[src/design/tcw_wrap_adder.sv]
// ----------------------------------------------------------------------------
// tcw_wrap_adder
// Modular address adder: maps a logical cell address onto the circular
// screen store by adding the top-row base and wrapping at the store size.
// ----------------------------------------------------------------------------
module tcw_wrap_adder #(
   parameter int CELLS = 2000
) (
   input  logic [$clog2(CELLS)-1:0] base,
   input  logic [$clog2(CELLS)-1:0] offset,
   output logic [$clog2(CELLS)-1:0] sum
);

   localparam int ADDR_W = $clog2(CELLS);

   logic [ADDR_W:0] raw_sum;

   // both operands stay below CELLS, so one compare and subtract wraps it
   always_comb begin
      raw_sum = {1'b0, base} + {1'b0, offset};
      if (raw_sum >= (ADDR_W+1)'(CELLS)) begin
         sum = ADDR_W'(raw_sum - (ADDR_W+1)'(CELLS));
      end else begin
         sum = raw_sum[ADDR_W-1:0];
      end
   end

endmodule

[config.mk]
export PLATFORM = sky130hd
export DESIGN_NAME = tcw_wrap_adder
export DESIGN_NICKNAME = d
export VERILOG_FILES = /design/src/design/tcw_wrap_adder.sv
export SDC_FILE = /design/constraint.sdc
export NUM_CORES = 1
export LEC_CHECK = 0
export BUFFER_PORTS_ARGS = -buffer_cell sky130_fd_sc_hd__buf_4
export CORE_MARGIN = 1
export CORE_UTILIZATION = 30
export DETAILED_ROUTE_END_ITERATION = 10
export PLACE_DENSITY = 0.62
export SYNTH_ARGS = -nofsm -noshare
export SYNTH_HDL_FRONTEND = slang
export SYNTH_SLANG_ARGS = --single-unit
[constraint.sdc]
create_clock -name vclk -period 4.25
set_input_delay 0.425 -clock vclk [all_inputs]
set_output_delay 0.425 -clock vclk [all_outputs]
set_load 0.005 [all_outputs]
# == Yosys cells after proc, flatten, opt, wreduce, memory -nomap -nowiden ==
# Cells that the tools add are included.
# classes
add_sub_neg,2
magnitude_cmp,1
muxes,1
# op_table
cell,count
$add 11x11->12,1
$ge 12x11->1 const B,1
$mux 11,1
$sub 11x11->11 const B,1
# word_totals
regBits,0
in_bits,22
output_inout_bits,11
word_cells,4

# == Longest topological paths before layout ==
# Gate-level depths: netlist of run 1.
# depth
depth_word,3
ltp_mapped,14
ltp_nobuf,14

# == Worst setup path after synthesis of run 1 ==
# OpenSTA, ideal clock, no wires.
# synth_path
path_type,input port to output port
from,in offset[0]
to,out sum[5]
t_arrival_ns,2.646
path_slack_ns,1.179
path_stages,14
path_buffers,0
path_cell_list,ha_1 -> inv_1 -> fa_1 -> nor2b_1 -> o21ai_0 -> nand2b_1 -> xnor2_1 -> inv_1 -> ha_1 -> nand2_1 -> o41ai_2 -> nand3_2 -> o31ai_2 -> mux2i_1
# synth_between
elab_chain_len,3
word_cells_on_any_way,4
# synth_rtl
item,line_no,source
from (decl),10,"input logic [$clog2(CELLS)-1:0] offset,"
$add 11x11->12 *,20,"raw_sum = {1'b0, base} + {1'b0, offset};"
$sub 11x11->11 or $ge 12x11->1 (tied branches),"22, 21",
$mux 11 *,21,if (raw_sum >= (ADDR_W+1)'(CELLS)) begin
to (decl),11,output logic [$clog2(CELLS)-1:0] sum
# Mark *: on every way between the ends. The rest lies on a longest branch, timed or not.

# == Worst setup path in the final report of run 1 ==
# Same ends and word-level chain as after synthesis.

==> results of run 1 <==
cell type report:
class | count | area [um^2] | share of cell area, %
inverter | 8 | 30.0 | 2.74
multi-input combinational | 103 | 779 | 71.2
tap | 30 | 37.5 | 3.43
timing repair buffer | 33 | 248 | 22.6
stage by stage:
step	area [um^2]	total power [mW]	cells	util (%)	worst slack, ps
global route	1090	0.257	174	43.4	494
floorplan	810	0.148	111	-	1180
finish	1090	0.228	174	43.4	752
CTS	1090	0.230	174	43.4	698
global placement	1090	0.227	174	43.4	770
detailed placement	1090	0.229	174	43.4	712
per-layer routing:
metal	global-route usage, %	vias up	routed length (um)
met5	0	-	0
met2	29.6	26	1060
met1	18.7	443	907
met3	0.565	0	91
li1	-	488	-
met4	1.32	0	0
critical path: stages:
cell	delay, ps
buf_4	80
ha_1	180
inv_1	60
fa_1	400
nor2b_1	170
o21ai_0	90
nand2b_1	90
xnor2_1	150
inv_1	90
ha_1	130
nand2_1	60
o41ai_2	250
nand3_2	170
o31ai_2	380
mux2i_1	220
buf_4	130
where the power goes:
group	internal [mW]	leakage, nW	total [mW]	switching, mW
logic	0.114	0.546	0.228	0.114
registers	0	0	0	0
clock network	0	0	0	0
cells in the final DEF (no fill, tap or decap), drive strengths merged, types with 3 or more instances in the layout:
| cell | Yosys | final |
|---|---|---|
| a21o | 5 | 5 |
| nand2 | 11 | 11 |
| inv | 8 | 8 |
| xnor2 | 4 | 4 |
| buf | 0 | 33 |
| nor2 | 9 | 9 |
| a211oi | 3 | 3 |
| a31oi | 3 | 3 |
| a21oi | 6 | 6 |
| nand3 | 10 | 10 |
| ha | 13 | 13 |
| o21ai | 6 | 6 |
| and2 | 3 | 3 |
cell families (layout without fill, tap and decap cells):
family	after synthesis	count (layout)	share of synthesized area, %
adder cells (fa/ha/maj)	14	14	22.6
XOR/XNOR	5	5	6.34
multiplexers	2	2	2.47
AND/OR/NAND/NOR	45	45	30.8
AO/OA/AOI/OAI	37	37	34.2
buffers and inverters	8	41	3.71
path summary, 6_finish.rpt:
check	from	endpoint	cells after the start
worst max-delay path	offset[0]	sum[5]	16
worst min-delay path	base[0]	sum[0]	3
==> impl_metrics.py, run 1 <==
metrics = {
    "timing": {
        "grt_setup_unrepaired": "false",
        "fin_setup_tns_ps": 0,
        "maxSlewHeadroom_pct": 69.7,
        "setup_viol": 0,
        "period_needed_ps": 3500,
        "finalCritPeriodShare_pct": 82.3,
        "worstMarginPinSlew_ps": 451,
        "fmax_mhz": 286,
        "holdWs_ps": 1190,
        "slew_viol_final": 0,
        "hold_viol_final": 0,
    },
    "final_layout": {
        "design.seq.count": 0,
        "area_growth_pct": 35.2,
        "drive_above_1_share_pct": 29.2,
        "final-seq-area_um2": 0,
        "diodes": 0,
        "nClkBuffers": 0,
        "nFillCells": 291,
        "final_nets": 182,
    },
    "floorplan": {
        "dieArea_um2": 2910,
        "core_um2": 2520,
        "die_w_um": 53.9,
        "fp-row-count": 18,
        "die_h_um": 53.9,
        "start_util_pct": 32.1,
        "io-pin-count": 33,
    },
    "cts": {
        "hold_buffers": 0,
        "cts_setup_buffers": 0,
        "post_cts_resized": 0,
    },
    "detailed_routing": {
        "dr_total_vias": 957,
        "drc": 0,
        "post_drt_wl_per_cell_um": 11.8,
        "ant_nets": 0,
        "first_pass_iters": 4,
        "wl_um": 2060,
        "drtIter0Drc": 23,
        "via_per_inst": 5.50,
    },
    "worst_hold_path": {
        "min_path_type": "in -> out",
    },
    "critical_path": {
        "critPathRequiredTime_ps": 3830,
        "start_kind": "primary input",
        "path_class": "in -> out",
        "cp-end-kind": "primary output",
        "path_max_fanout": 5,
        "cp.arrival_ps": 3070,
    },
    "synthesis": {
        "netlist_area_um2": 810,
        "synth_top_area_share_pct": 20.1,
        "syn_area_per_cell_um2": 7.29,
        "syn_inst": 111,
        "synth_top_cell_by_area": "ha_1",
        "synth.distinct_cells": 39,
        "ys_seq_area_share_pct": 0,
        "ys_top_cells_by_area": "ha_1 20%, nand2_1 5.1%, nand3_1 4.9%",
        "synth_nets": 147,
        "yosysWarnings": 0,
        "yosysMostFrequentCell": "ha_1",
        "yosys-top-cells-count": "13 x ha_1, 11 x nand2_1, 9 x nor2_1",
    },
    "global_routing": {
        "grt_usage_pct": 15.2,
        "grt_overflow": 0,
        "grt_max_degree": 7,
        "antenna_found_initial": 0,
        "grt_pass1_wl_um": 3420,
        "grt_pass1_vias": 852,
    },
    "status": {
        "status": "finished clean",
    },
    "placement": {
        "io_buffers": 33,
        "hpwl_um": 1820,
        "gp_congestion": 0.828,
    },
    "run": {
        "max_cap_viol_count": 0,
    },
    "power": {
        "powerDensity_nw_per_um2": 208,
        "leakage_nw": 0.546,
        "vdd_ir_drop_max_mv": 0.110,
    },
}
Power figures use the tool's default switching activity.
==> run 2: changes to the inputs <==
ABC_AREA = 1   (was default)
PLACE_DENSITY = 0.6   (was 0.62)
clock period = 3.5 ns   (was 4.25 ns; I/O delays follow)
==> impl_metrics.py, run 2 <==
metrics = {
    "global_routing": {
        "grt_max_degree": 9,
        "antenna_found_initial": 0,
        "grt_overflow": 0,
        "grt_pass1_vias": 880,
        "grt_usage_pct": 12.4,
        "grt_pass1_wl_um": 3590,
    },
    "synthesis": {
        "netlist_area_um2": 996,
        "synth_nets": 211,
        "yosysWarnings": 0,
        "synth_top_area_share_pct": 23.4,
        "ys_seq_area_share_pct": 0,
        "synth.distinct_cells": 25,
        "ys_top_cells_by_area": "nand2_1 23%, ha_1 16%, inv_1 10%",
        "syn_area_per_cell_um2": 5.69,
        "syn_inst": 175,
        "yosys-top-cells-count": "62 x nand2_1, 27 x inv_1, 19 x nand3_1",
        "synth_top_cell_by_area": "nand2_1",
        "yosysMostFrequentCell": "nand2_1",
    },
    "timing": {
        "fin_setup_tns_ps": 0,
        "slew_viol_final": 0,
        "maxSlewHeadroom_pct": 81.7,
        "fmax_mhz": 337,
        "setup_viol": 0,
        "hold_viol_final": 0,
        "grt_setup_unrepaired": "false",
        "period_needed_ps": 2970,
        "finalCritPeriodShare_pct": 84.9,
        "worstMarginPinSlew_ps": 274,
    },
    "detailed_routing": {
        "wl_um": 2050,
        "drc": 0,
        "drtIter0Drc": 69,
        "dr_total_vias": 1068,
        "post_drt_wl_per_cell_um": 8.13,
        "via_per_inst": 4.24,
        "ant_nets": 0,
        "first_pass_iters": 6,
    },
    "critical_path": {
        "path_max_fanout": 8,
        "start_kind": "primary input",
        "path_cells": "buf_4, ha_1, inv_1, fa_1, inv_1, nand3_1, nand3b_1, nand2_1, inv_1, ha_1, nand3b_1, nor2_1, nand3_1, nand2_1, inv_2, nor2_4, nand3_4, nand2_4, nand2_1, nand2_1, buf_4",
        "cp_slowest_stage_delay_ps": 390,
        "cp.arrival_ps": 2620,
        "critPathRequiredTime_ps": 3150,
        "crit_top_cell": "nand2_1",
        "cp-end-kind": "primary output",
        "critical_path.top_delay_family": "simple AND/OR/NAND/NOR gates",
        "cp_num_buf_inv": 6,
        "worst_path_max_delay_cell": "fa_1",
        "path_class": "in -> out",
    },
    "floorplan": {
        "die_w_um": 59.6,
        "io-pin-count": 33,
        "fp-row-count": 20,
        "dieArea_um2": 3550,
        "start_util_pct": 32.1,
        "die_h_um": 59.6,
        "core_um2": 3100,
    },
    "power": {
        "powerDensity_nw_per_um2": 222,
        "vdd_ir_drop_max_mv": 0.0568,
        "power_mw": 0.289,
        "leakage_nw": 0.776,
    },
    "final_layout": {
        "nClkBuffers": 0,
        "fin_area_um2": 1300,
        "design.seq.count": 0,
        "diodes": 0,
        "area_growth_pct": 30.4,
        "final_nets": 246,
        "drive_above_1_share_pct": 30.3,
        "post-route-util_pct": 41.9,
        "final-seq-area_um2": 0,
        "layout_common_cells": "62 x nand2_1, 33 x buf_4, 27 x inv_1",
        "final_common_cell": "nand2_1",
    },
    "cts": {
        "cts_setup_buffers": 0,
        "hold_buffers": 0,
        "post_cts_resized": 0,
    },
    "placement": {
        "place_area_um2": 1300,
        "io_buffers": 33,
        "hpwl_um": 1880,
        "gp_congestion": 0.822,
    },
    "worst_hold_path": {
        "min_path_type": "in -> out",
    },
    "run": {
        "max_cap_viol_count": 0,
    },
    "status": {
        "status": "finished clean",
    },
}
## run 2: changes by cell type after synthesis, sizes merged, moves of 3 or more
| cell | change |
|---|---|
| nand2 | +67 |
| inv | +25 |
| nand3 | +12 |
| a21o | -5 |
| o21ai | -4 |
| a211oi | -3 |
| and2 | -3 |
| nand3b | +3 |
| nand4 | +3 |
## run 2: worst min-delay path, delay by kind of cell
kind                       cells  cell delay, ps
buffers and inverters          2             180
adders and majority gates      1             120
## run 2: layout make-up
class / count / area, um^2
Timing Repair Buffer: 33 / 248
Inverter: 33 / 126
Fill cell: 373 / 1800
Multi-Input combinational cell: 142 / 870
Tap cell: 44 / 55.1
## run 2: path summary, 6_finish.rpt
| kind | startpoint | endpoint | slack (ps) | depth (start not counted) |
|---|---|---|---|---|
| worst max-delay path | offset[0] | sum[5] | 530 | 21 |
| worst min-delay path | base[0] | sum[0] | 1000 | 3 |
## run 2: cells by family after synthesis
logic type / after synthesis / synth area share, %
adders and majority gates: 14 / 18.3
and+or+nand+nor: 117 / 60.3
xor gates and xnor gates: 4 / 3.52
buffers and inverters: 33 / 12.7
AOI/OAI and AO/OA: 7 / 5.15
## run 2: per-layer routing
metal | up-vias | GRT usage [%] | wire (um)
li1 | 615 | - | -
met1 | 434 | 18.3 | 1090
met2 | 19 | 21.3 | 894
met3 | 0 | 0 | 66
met4 | 0 | 0 | 0
met5 | - | 0 | 0
## run 2: per-stage QoR
stage / worst slack (ps) / instances / hold slack (ps)
6_report: 530 / 252 / 1000
2_1_floorplan: 896 / 175 / 818
4_1_cts: 511 / 252 / 1000
5_1_grt: 250 / 252 / 1020
3_5_place_dp: 525 / 252 / 1000
3_3_place_gp: 576 / 252 / 1010
## run 2: report_power, final
part | total (mW) | switching (mW) | internal [mW]
Clock | 0 | 0 | 0
Combinational | 0.289 | 0.158 | 0.131
Sequential | 0 | 0 | 0
